--- config.mk ---
export PLATFORM = sky130hd
export DESIGN_NAME = servo_cubic_ease_to_pwm
export DESIGN_NICKNAME = d
export VERILOG_FILES = /design/src/sv/sce_pkg.sv /design/src/sv/servo_cubic_ease_to_pwm.sv /design/src/sv/sce_div.sv /design/src/sv/sce_ease.sv /design/src/sv/sce_pwm.sv
export SDC_FILE = /design/constraint.sdc
export NUM_CORES = 2
export LEC_CHECK = 0
export BUFFER_PORTS_ARGS = -buffer_cell sky130_fd_sc_hd__buf_2
export CORE_UTILIZATION = 34
export CTS_CLUSTER_SIZE = 16
export DETAILED_ROUTE_END_ITERATION = 7
export SETUP_SLACK_MARGIN = 0.02
export SYNTH_ARGS = -nofsm -noshare
export SYNTH_HDL_FRONTEND = slang
export SYNTH_SLANG_ARGS = --single-unit
--- constraint.sdc ---
create_clock -name clock -period 30.4 [get_ports clock]
set_input_delay 4.56 -clock clock [delete_from_list [all_inputs] [get_ports clock]]
set_output_delay 4.56 -clock clock [all_outputs]
set_load 0.005 [all_outputs]
--- src/sv/sce_pkg.sv ---
package sce_pkg;

   // field widths
   localparam int CHAN_W  = 4;
   localparam int ANGLE_W = 12;
   localparam int TIME_W  = 16;
   localparam int FRAC_W  = 16;
   localparam int S_W     = FRAC_W + 1;
   localparam int COUNT_W = 12;
   localparam int POS_W   = ANGLE_W + FRAC_W;

   // divider produces one quotient bit per stage, integer bit first
   localparam int DIV_STAGES = FRAC_W + 1;

   // ease polynomial: e = s^2 * (3*2^16 - 2*s) >> 32
   localparam logic [S_W:0]   EASE_THREE = 18'd196608;
   localparam logic [S_W-1:0] ONE_Q16    = 17'd65536;

   // pwm mapping: off = floor(a*474 / (105 * 2^21)) + 73
   localparam logic [8:0]  PWM_SCALE   = 9'd474;
   localparam int          SCALE_SHIFT = 21;
   localparam int          SCALED_W    = 16;
   // reciprocal of 105, exact for any 16-bit dividend
   localparam logic [16:0] RECIP_105   = 17'd79892;
   localparam int          RECIP_SHIFT = 23;
   localparam int          QUOT_W      = 10;
   localparam logic [10:0] PWM_OFFSET  = 11'd73;
   localparam logic [COUNT_W-1:0] PWM_MAX = 12'd4095;

   // per-item context carried alongside the arithmetic
   typedef struct packed {
      logic [CHAN_W-1:0]  chan;
      logic [ANGLE_W-1:0] start_ang;
      logic [ANGLE_W-1:0] end_ang;
      logic               done;
      logic               last;
   } sce_side_type;

endpackage

--- src/sv/servo_cubic_ease_to_pwm.sv ---
// Cubic-eased servo position to PWM counts.
//
// req channel: one servo move record per transaction (channel, start and end
// angle in 1/16 degree, duration and elapsed time in ms); req_tlast marks the
// last servo of an update. rsp channel: one transaction per record with the
// channel, on count (always zero) and off count; rsp_tuser flags a finished
// move, rsp_tlast copies req_tlast.
//
// Between an accepted req transaction and rsp_tvalid lie 17 stages of the
// restoring divider (one quotient bit each), 2 stages for the ease polynomial
// (square, then cubic product), and 3 stages for the interpolation, the 474
// scaling and the divide by 105 into the output register. One transaction
// enters per cycle while the output drains.
//
// Reset clears every valid bit, so the pipeline comes up empty. When the
// receiver holds rsp_tready low, the result stays in the output register and
// upstream stages keep filling until every stage holds an item, after which
// req_tready drops; nothing is dropped or repeated.
module servo_cubic_ease_to_pwm (
   input  logic        clock,
   input  logic        reset,
   input  logic        req_tvalid,
   output logic        req_tready,
   // servo_channel[3:0], start_angle[15:4], end_angle[27:16],
   // duration_ms[43:28], elapsed_ms[59:44], zero pad
   input  logic [63:0] req_tdata,
   input  logic        req_tlast,
   output logic        rsp_tvalid,
   input  logic        rsp_tready,
   // out_channel[3:0], on_count[15:4], off_count[27:16], zero pad
   output logic [31:0] rsp_tdata,
   // reached_end[0]
   output logic [0:0]  rsp_tuser,
   output logic        rsp_tlast
);
   import sce_pkg::*;

   logic [TIME_W-1:0]  dur, el;
   sce_side_type       req_side;

   logic               div_valid, div_ready;
   logic [S_W-1:0]     div_s;
   sce_side_type       div_side;

   logic               ease_valid, ease_ready;
   logic [S_W-1:0]     ease_e;
   sce_side_type       ease_side;

   logic [CHAN_W-1:0]  out_chan;
   logic [COUNT_W-1:0] out_off;
   logic               out_done;

   // unpack the request and flag finished moves
   always_comb begin
      dur                = req_tdata[43:28];
      el                 = req_tdata[59:44];
      req_side.chan      = req_tdata[3:0];
      req_side.start_ang = req_tdata[15:4];
      req_side.end_ang   = req_tdata[27:16];
      req_side.done      = (dur == '0) || (el > dur);
      req_side.last      = req_tlast;
   end

   sce_div u_div (
      .clock     (clock),
      .reset     (reset),
      .in_valid  (req_tvalid),
      .in_ready  (req_tready),
      .in_dur    (dur),
      .in_el     (el),
      .in_side   (req_side),
      .out_valid (div_valid),
      .out_ready (div_ready),
      .out_s     (div_s),
      .out_side  (div_side)
   );

   sce_ease u_ease (
      .clock     (clock),
      .reset     (reset),
      .in_valid  (div_valid),
      .in_ready  (div_ready),
      .in_s      (div_s),
      .in_side   (div_side),
      .out_valid (ease_valid),
      .out_ready (ease_ready),
      .out_e     (ease_e),
      .out_side  (ease_side)
   );

   sce_pwm u_pwm (
      .clock     (clock),
      .reset     (reset),
      .in_valid  (ease_valid),
      .in_ready  (ease_ready),
      .in_e      (ease_e),
      .in_side   (ease_side),
      .out_valid (rsp_tvalid),
      .out_ready (rsp_tready),
      .out_chan  (out_chan),
      .out_off   (out_off),
      .out_done  (out_done),
      .out_last  (rsp_tlast)
   );

   // pack the response, on count is always zero
   assign rsp_tdata = {4'b0000, out_off, {COUNT_W{1'b0}}, out_chan};
   assign rsp_tuser = out_done;

endmodule

--- src/sv/sce_div.sv ---
module sce_div (
   input  logic                         clock,
   input  logic                         reset,
   input  logic                         in_valid,
   output logic                         in_ready,
   input  logic [sce_pkg::TIME_W-1:0]   in_dur,
   input  logic [sce_pkg::TIME_W-1:0]   in_el,
   input  sce_pkg::sce_side_type        in_side,
   output logic                         out_valid,
   input  logic                         out_ready,
   output logic [sce_pkg::S_W-1:0]      out_s,
   output sce_pkg::sce_side_type        out_side
);
   import sce_pkg::*;

   localparam int N = DIV_STAGES;

   logic               vld_ff  [N];
   logic               vld_in  [N];
   logic               adv     [N];
   logic [TIME_W-1:0]  rem_ff  [N];
   logic [TIME_W-1:0]  rem_in  [N];
   logic [TIME_W-1:0]  dur_ff  [N];
   logic [S_W-1:0]     quo_ff  [N];
   logic [S_W-1:0]     quo_in  [N];
   sce_side_type       side_ff [N];

   for (genvar i = 0; i < N; i++) begin : g_stage
      // stage moves when empty or when the next one moves
      if (i == N - 1) begin : g_tail
         assign adv[i] = !vld_ff[i] || out_ready;
      end else begin : g_body
         assign adv[i] = !vld_ff[i] || adv[i+1];
      end

      if (i == 0) begin : g_first
         logic [TIME_W:0] diff;

         // integer bit of the quotient: elapsed at or past duration
         always_comb begin
            diff      = {1'b0, in_el} - {1'b0, in_dur};
            vld_in[i] = adv[i] ? in_valid : vld_ff[i];
            quo_in[i] = '0;
            quo_in[i][S_W-1] = !diff[TIME_W];
            rem_in[i] = diff[TIME_W] ? in_el : diff[TIME_W-1:0];
         end

         always_ff @(posedge clock) begin
            if (adv[i]) begin
               rem_ff[i]  <= rem_in[i];
               quo_ff[i]  <= quo_in[i];
               dur_ff[i]  <= in_dur;
               side_ff[i] <= in_side;
            end
         end
      end else begin : g_step
         logic [TIME_W:0]   dbl;
         logic [TIME_W+1:0] diff;

         // one restoring step: shift, trial subtract, keep or restore
         always_comb begin
            dbl       = {rem_ff[i-1], 1'b0};
            diff      = {1'b0, dbl} - {2'b00, dur_ff[i-1]};
            vld_in[i] = adv[i] ? vld_ff[i-1] : vld_ff[i];
            quo_in[i] = quo_ff[i-1];
            quo_in[i][S_W-1-i] = !diff[TIME_W+1];
            rem_in[i] = diff[TIME_W+1] ? dbl[TIME_W-1:0] : diff[TIME_W-1:0];
         end

         always_ff @(posedge clock) begin
            if (adv[i]) begin
               rem_ff[i]  <= rem_in[i];
               quo_ff[i]  <= quo_in[i];
               dur_ff[i]  <= dur_ff[i-1];
               side_ff[i] <= side_ff[i-1];
            end
         end
      end

      // valid bit
      always_ff @(posedge clock) begin
         if (reset) begin
            vld_ff[i] <= 1'b0;
         end else begin
            vld_ff[i] <= vld_in[i];
         end
      end
   end

   assign in_ready  = adv[0];
   assign out_valid = vld_ff[N-1];
   assign out_s     = quo_ff[N-1];
   assign out_side  = side_ff[N-1];

endmodule

--- src/sv/sce_ease.sv ---
module sce_ease (
   input  logic                      clock,
   input  logic                      reset,
   input  logic                      in_valid,
   output logic                      in_ready,
   input  logic [sce_pkg::S_W-1:0]   in_s,
   input  sce_pkg::sce_side_type     in_side,
   output logic                      out_valid,
   input  logic                      out_ready,
   output logic [sce_pkg::S_W-1:0]   out_e,
   output sce_pkg::sce_side_type     out_side
);
   import sce_pkg::*;

   localparam int SQ_W  = 2 * S_W - 1;
   localparam int NUM_W = SQ_W + S_W + 1;
   localparam int RAW_W = NUM_W - 32;

   logic                sq_vld_ff, sq_vld_in, sq_adv;
   logic [SQ_W-1:0]     sq_ff;
   logic [2*S_W-1:0]    sq_in;
   logic [S_W-1:0]      s_ff;
   sce_side_type        sq_side_ff;

   logic                e_vld_ff, e_vld_in, e_adv;
   logic [S_W-1:0]      e_ff, e_in;
   sce_side_type        e_side_ff;
   logic [S_W:0]        weight;
   logic [NUM_W-1:0]    num;
   logic [RAW_W-1:0]    e_raw;

   assign e_adv    = !e_vld_ff || out_ready;
   assign sq_adv   = !sq_vld_ff || e_adv;
   assign in_ready = sq_adv;

   // square of the fraction
   always_comb begin
      sq_in     = {{S_W{1'b0}}, in_s} * {{S_W{1'b0}}, in_s};
      sq_vld_in = sq_adv ? in_valid : sq_vld_ff;
   end

   always_ff @(posedge clock) begin
      if (sq_adv) begin
         sq_ff      <= sq_in[SQ_W-1:0];
         s_ff       <= in_s;
         sq_side_ff <= in_side;
      end
   end

   // s^2 * (3 - 2s), kept as one product before truncation
   always_comb begin
      weight   = EASE_THREE - {s_ff, 1'b0};
      num      = {{(S_W+1){1'b0}}, sq_ff} * {{SQ_W{1'b0}}, weight};
      e_raw    = num[NUM_W-1:32];
      e_in     = (e_raw > RAW_W'(ONE_Q16)) ? ONE_Q16 : e_raw[S_W-1:0];
      e_vld_in = e_adv ? sq_vld_ff : e_vld_ff;
   end

   always_ff @(posedge clock) begin
      if (e_adv) begin
         e_ff      <= e_in;
         e_side_ff <= sq_side_ff;
      end
   end

   // valid bits
   always_ff @(posedge clock) begin
      if (reset) begin
         sq_vld_ff <= 1'b0;
         e_vld_ff  <= 1'b0;
      end else begin
         sq_vld_ff <= sq_vld_in;
         e_vld_ff  <= e_vld_in;
      end
   end

   assign out_valid = e_vld_ff;
   assign out_e     = e_ff;
   assign out_side  = e_side_ff;

endmodule

--- src/sv/sce_pwm.sv ---
module sce_pwm (
   input  logic                          clock,
   input  logic                          reset,
   input  logic                          in_valid,
   output logic                          in_ready,
   input  logic [sce_pkg::S_W-1:0]       in_e,
   input  sce_pkg::sce_side_type         in_side,
   output logic                          out_valid,
   input  logic                          out_ready,
   output logic [sce_pkg::CHAN_W-1:0]    out_chan,
   output logic [sce_pkg::COUNT_W-1:0]   out_off,
   output logic                          out_done,
   output logic                          out_last
);
   import sce_pkg::*;

   localparam int PROD_W  = POS_W + 3;
   localparam int X_W     = POS_W + 9;
   localparam int Y_W     = SCALED_W + 17;

   // stage 1: interpolated position
   logic                 a_vld_ff, a_vld_in, a_adv;
   logic [POS_W-1:0]     a_ff, a_in;
   sce_side_type         a_side_ff;
   logic signed [ANGLE_W:0]   span;
   logic signed [PROD_W-1:0]  prod, pos;

   // stage 2: scaled position
   logic                 t_vld_ff, t_vld_in, t_adv;
   logic [SCALED_W-1:0]  t_ff;
   logic [X_W-1:0]       x;
   sce_side_type         t_side_ff;

   // stage 3: output register
   logic                 o_vld_ff, o_vld_in, o_adv;
   logic [Y_W-1:0]       y;
   logic [QUOT_W:0]      sum;
   logic [COUNT_W-1:0]   off_in, off_ff;
   sce_side_type         o_side_ff;

   assign o_adv    = !o_vld_ff || out_ready;
   assign t_adv    = !t_vld_ff || o_adv;
   assign a_adv    = !a_vld_ff || t_adv;
   assign in_ready = a_adv;

   // start + (end - start) * e, or the end angle when the move is over
   always_comb begin
      span = $signed({1'b0, in_side.end_ang}) - $signed({1'b0, in_side.start_ang});
      prod = PROD_W'(span) * PROD_W'($signed({1'b0, in_e}));
      pos  = $signed({3'b000, in_side.start_ang, {FRAC_W{1'b0}}}) + prod;
      if (in_side.done) begin
         a_in = {in_side.end_ang, {FRAC_W{1'b0}}};
      end else if (pos < 0) begin
         a_in = '0;
      end else begin
         a_in = pos[POS_W-1:0];
      end
      a_vld_in = a_adv ? in_valid : a_vld_ff;
   end

   always_ff @(posedge clock) begin
      if (a_adv) begin
         a_ff      <= a_in;
         a_side_ff <= in_side;
      end
   end

   // position times 474, power-of-two part of the divisor dropped
   always_comb begin
      x        = {9'b0, a_ff} * {{POS_W{1'b0}}, PWM_SCALE};
      t_vld_in = t_adv ? a_vld_ff : t_vld_ff;
   end

   always_ff @(posedge clock) begin
      if (t_adv) begin
         t_ff      <= x[SCALE_SHIFT +: SCALED_W];
         t_side_ff <= a_side_ff;
      end
   end

   // divide by 105 through the reciprocal, add offset, saturate
   always_comb begin
      y   = {17'b0, t_ff} * {{SCALED_W{1'b0}}, RECIP_105};
      sum = {1'b0, y[RECIP_SHIFT +: QUOT_W]} + PWM_OFFSET;
      if ({1'b0, sum} > PWM_MAX) begin
         off_in = PWM_MAX;
      end else begin
         off_in = {1'b0, sum};
      end
      o_vld_in = o_adv ? t_vld_ff : o_vld_ff;
   end

   always_ff @(posedge clock) begin
      if (o_adv) begin
         off_ff    <= off_in;
         o_side_ff <= t_side_ff;
      end
   end

   // valid bits
   always_ff @(posedge clock) begin
      if (reset) begin
         a_vld_ff <= 1'b0;
         t_vld_ff <= 1'b0;
         o_vld_ff <= 1'b0;
      end else begin
         a_vld_ff <= a_vld_in;
         t_vld_ff <= t_vld_in;
         o_vld_ff <= o_vld_in;
      end
   end

   assign out_valid = o_vld_ff;
   assign out_chan  = o_side_ff.chan;
   assign out_off   = off_ff;
   assign out_done  = o_side_ff.done;
   assign out_last  = o_side_ff.last;

endmodule

======== Word level (Yosys, flattened, before mapping) ========
Memories as Yosys holds them, arrays and structs flattened. A register that Yosys moved wholly into a read port is not among the register bits.
Cells that the tools add are included.
storage, ports and cells
  bits in registers ....................... 175
  memory bits (writable) .................. 1360
  input port bits ......................... 69
  output and inout bits ................... 36
  word-level logic and storage cells ...... 231
  memories ................................ 5
memory list
  memory         words  width  rd ports  clocked after Yosys merged registers in  write ports  RTL line       text
  u_div.side_ff  17     30     17        1                                        17           sce_div.sv:26  sce_side_type side_ff [N];
  u_div.quo_ff   17     17     17        0                                        17           sce_div.sv:24  logic [S_W-1:0] quo_ff [N];
  u_div.dur_ff   17     16     16        0                                        17           sce_div.sv:23  logic [TIME_W-1:0] dur_ff [N];
  u_div.rem_ff   17     16     16        0                                        17           sce_div.sv:21  logic [TIME_W-1:0] rem_ff [N];
  u_div.vld_ff   17     1      17        0                                        17           sce_div.sv:18  logic vld_ff [N];
cells by class
  $add $sub $neg .......................... 21
  multipliers ............................. 5
  $lt $le $gt $ge ......................... 3
  mux-type cells .......................... 90
  bitwise logic cells ..................... 17
  reduce and logical (&&, ||, !) cells .... 64
operator list
  operator                  number
  $sub A17 B16 Y18          16
  $mux W16                  17
  $mux W1                   71
  $mux W28                  2
  $mul A33 B18 Y51          1
  $logic_not A1 Y1          39
  $mul A28 B8 Y36 const B   1
  $mul A17 B17 Y33          1
  $add A29 B31 Y31          1
  $lt A31 B1 Y1 const B     1
  $mul A13 B18 Y31          1
  $mul A16 B15 Y31 const B  1
  $logic_or A1 B1 Y1        23
  $gt A19 B17 Y1 const B    1
  $sub A18 B18 Y18 const A  1
  $or A1 B1 Y1              17
  $sub A16 B16 Y17          1
  $gt A16 B16 Y1            1
  $logic_not A16 Y1         1
  $sub A12 B12 Y13          1
  $add A10 B7 Y11 const B   1
  $reduce_or A2 Y1          1

======== Logic depth before layout (Yosys ltp) ========
  word-level depth ........................ 25
  gate-level depth with buffers ........... 39
  depth with buffers taken out ............ 36

======== Cells and area by module ========
From an unflattened synthesis, not the netlist that was laid out.
second synthesis, totals
  cell total of the unflattened synthesis .. 8524
  area total of the unflattened synthesis .. 100079.7 µm²
by module, submodules not included
  module                   instances  cells each  area an instance (µm²)  sequential area each (µm²)
  sce_div                  1          3489        51662.0                 35624.2
  sce_ease                 1          3147        29822.4                 3793.6
  sce_pwm                  1          1808        18028.5                 2252.2
  servo_cubic_ease_to_pwm  1          80          566.8                   0.0

======== Worst setup path before layout ========
OpenSTA, ideal clock, no wires.
  kind .................................... input port to output port
  from .................................... input rsp_tready
  to ...................................... output req_tready
  data arrival time ....................... 12.507 ns
  required time ........................... 25.840 ns
  path slack .............................. 13.333 ns
  cell stages on the path ................. 10
  path buffers ............................ 0
  cells stage by stage .................... nor2b_1 -> inv_1 -> nor2_1 -> and2_0 -> inv_1 -> nor2_1 -> nand3_1 -> nor2_1 -> nand4_1 -> or2_2
RTL lines
  element          RTL line                       text
  start, declared  servo_cubic_ease_to_pwm.sv:29  input logic rsp_tready,
  end, declared    servo_cubic_ease_to_pwm.sv:23  output logic req_tready,

==> results.py <==
metrics = {
    "sta": {
        "maxSlewHeadroom": 0.283,
        "period_share": 0.498,
        "layout_setup_ws_ps": 15270,
        "finClkSkew_ps": 90.1,
        "setup-violations-final": 0,
        "report.final.slew_viol_count": 0,
        "rsz0062_at_grt": "false",
        "finalHoldViolCount": 0,
        "fin_crit_ps": 15130,
        "final.setup.tns_ps": 0,
        "fmax_ghz": 0.0661,
        "worst_slew_pin_slew_ps": 1070,
    },
    "finish": {
        "multiInputGateArea_mm2": 0.0494,
        "finalNetCount": 10427,
        "fillCellCount": 27353,
        "instances_no_fill": 12411,
        "drive_gt1_frac": 0.0606,
        "final_cell_mix": "inv_1, edfxtp_1, fa_1",
        "final_common_cell": "inv_1",
        "seqCellArea_mm2": 0.0417,
        "syn_to_final_growth_pct": 10.4,
    },
    "cts": {
        "postCtsSetupRepairBufs": 0,
        "cts_buffers": 154,
        "clockBufferDepth": 4,
        "tritoncts": "done",
        "cts.sinks": 1395,
        "cts_resized": 0,
        "htree_num_levels": 4,
        "ctsHoldBuffers": 0,
        "clkLatencyLatePin_ps": 820,
        "cts.reportedPaths.clkPinSlew_ps": 60,
        "cts-root-buf": "clkbuf_16",
    },
    "drt": {
        "viasPerCell": 4.70,
        "dr_total_vias": 58390,
        "dr.pass1.iters": 5,
        "drtAntennaViolNets": 0,
        "wl_per_cell_um": 15.1,
        "drcViolationCount": 0,
        "drt-total-wl_mm": 187,
        "drtIter0Drc": 3031,
    },
    "critical_path": {
        "cp-start-kind": "input pin",
        "cp.arrival_ps": 10570,
        "crit_family": "buffers and inverters",
        "slowest_delay_ps": 800,
        "worstSetupPathType": "input pin to output pin",
        "end_kind": "output pin",
        "path_cells": "buf_2 -> nor2b_1 -> inv_1 -> nor2_1 -> and2_0 -> inv_2 -> nor2_1 -> nand3_4 -> buf_4 -> nor2_1 -> nand4_1 -> buf_4 -> or2_2 -> buf_4 -> buf_2",
        "cp_slowest_cell": "inv_2",
        "cp_max_fo": 70,
        "cp.required_ps": 25840,
        "path_buf_inv": 7,
    },
    "yosys": {
        "syn_area_mm2": 0.0977,
        "yosysUniqueCellTypes": 80,
        "yosys.area.top_type": "edfxtp_1",
        "postSynthCellCount": 8403,
        "ys_warn_count": 0,
        "ys_ff_latch": 1395,
        "synth_edf_count": 1373,
        "synth-seq-area-share": 0.427,
        "async_reset_ff_frac": 0,
        "synth.area.top_cells": "edfxtp_1, fa_1, ha_1, inv_1, nand2_1",
        "syn_avg_cell_area_um2": 11.6,
        "synth_top_area_frac": 0.422,
        "synth_top_flop_cell": "edfxtp_1",
    },
    "placement": {
        "dp_cells": 12152,
        "portBuffers": 83,
        "globalplace.congestion": 0.860,
        "place_ws_ps": 15150,
        "dp_hpwl_mm": 142,
    },
    "die": {
        "die_area_mm2": 0.289,
        "rows": 196,
        "dieWidth_um": 538,
        "start_util": 0.342,
        "core_area_mm2": 0.285,
        "die_h_um": 538,
        "io_pins": 105,
    },
    "global_routing": {
        "grt_pass1_wl_mm": 311,
        "gr-total-overflow": 0,
        "grt_use_total": 0.132,
        "grt_pass1_vias": 62078,
        "antenna_found_initial": 11,
        "grt_max_degree": 79,
    },
    "status": {
        "outcome": "finished, final reports clean",
    },
    "min_path": {
        "hp-class": "flip-flop to flip-flop",
    },
    "flow_run": {
        "cap_violations": 0,
    },
}
worst register-to-register path: cells and delay by family (launching register included):
kind | cells | cell delay [ps]
fa+ha+maj | 8 | 3510
simple gates | 8 | 2550
compound gates | 6 | 2300
buf+inv | 5 | 850
xor+xnor | 1 | 850
flops | 1 | 360
registers in the layout, indices dropped and copies added, names as in the netlist, 16 cells and up:
signal / flops
u_div.side_ff: 510
u_pwm.t_ff: 16
u_div.dur_ff: 256
u_div.quo_ff: 153
u_ease.out_side: 30
u_ease.sq_side_ff: 30
u_div.rem_ff: 256
u_ease.s_ff: 17
u_div.vld_ff: 17
u_ease.out_e: 17
u_pwm.a_ff: 28
u_ease.sq_ff: 31
metal layers:
| metal | GRT usage | vias to the layer above | wire length, µm |
|---|---|---|---|
| met5 | 0 | - | 0 |
| met4 | 0.0414 | 0 | 5800 |
| met3 | 0.0186 | 359 | 8730 |
| met2 | 0.231 | 1267 | 91300 |
| met1 | 0.166 | 28997 | 81100 |
| li1 | - | 27767 | - |
cell families after synthesis:
kind of cell             Yosys count  synth area share
XOR/XNOR                         295            0.0264
multiplexers                      76           0.00849
AND/OR/NAND/NOR                 2014            0.0970
flip-flops                      1395             0.427
buffers and inverters           1875            0.0728
adder cells (fa/ha/maj)         1812             0.308
AO/OA/AOI/OAI                    934            0.0609
other                              2         0.0000769
stage by stage:
stage | hold slack (ps) | util | cell area (µm²)
2_1_floorplan | 400 | - | 97800
6_report | 368 | 0.378 | 108000
5_1_grt | 375 | 0.378 | 108000
3_3_place_gp | 401 | 0.361 | 103000
4_1_cts | 353 | 0.378 | 108000
3_5_place_dp | 405 | 0.361 | 103000
synth_stat cells (all sizes together) (21+ instances only):
cell	instances
xor2	101
clkbuf	175
nor4	22
nand2b	40
a31oi	22
nor3	93
or2	28
nor2b	80
inv	1675
or3	37
o21a	50
mux2	55
ha	827
edfxtp	1373
buf	25
nand2	743
nor2	455
a21boi	45
and2	357
mux2i	21
fa	985
and3	37
a21oi	318
dfxtp	22
o21ai	207
xnor2	194
a21o	84
a211oi	27
nand3	81
layout make-up:
cell class	instances	area share
repair buffers	159	0.00914
inverters	1675	0.0583
multi-input cells	5161	0.458
clock buffers	185	0.0375
clock inverters	73	0.00719
well taps	3762	0.0436
flip-flops and latches	1395	0.386
diodes	1	0.0000232
final timing paths:
kind	from	end	slack, ps	cells past startpoint
setup / recovery	rsp_tready	req_tready	15270	15
hold reg to reg	u_div.quo_ff[0][149]	u_div.quo_ff[0][166]	370	0
hold / removal	u_div.quo_ff[0][149]	u_div.quo_ff[0][166]	370	0
setup reg to reg	u_ease.s_ff[0]	u_ease.out_e[2]	19810	28
Power is not shown: default switching activity piles up to over one toggle a cycle in this logic, so the estimate is an artifact.
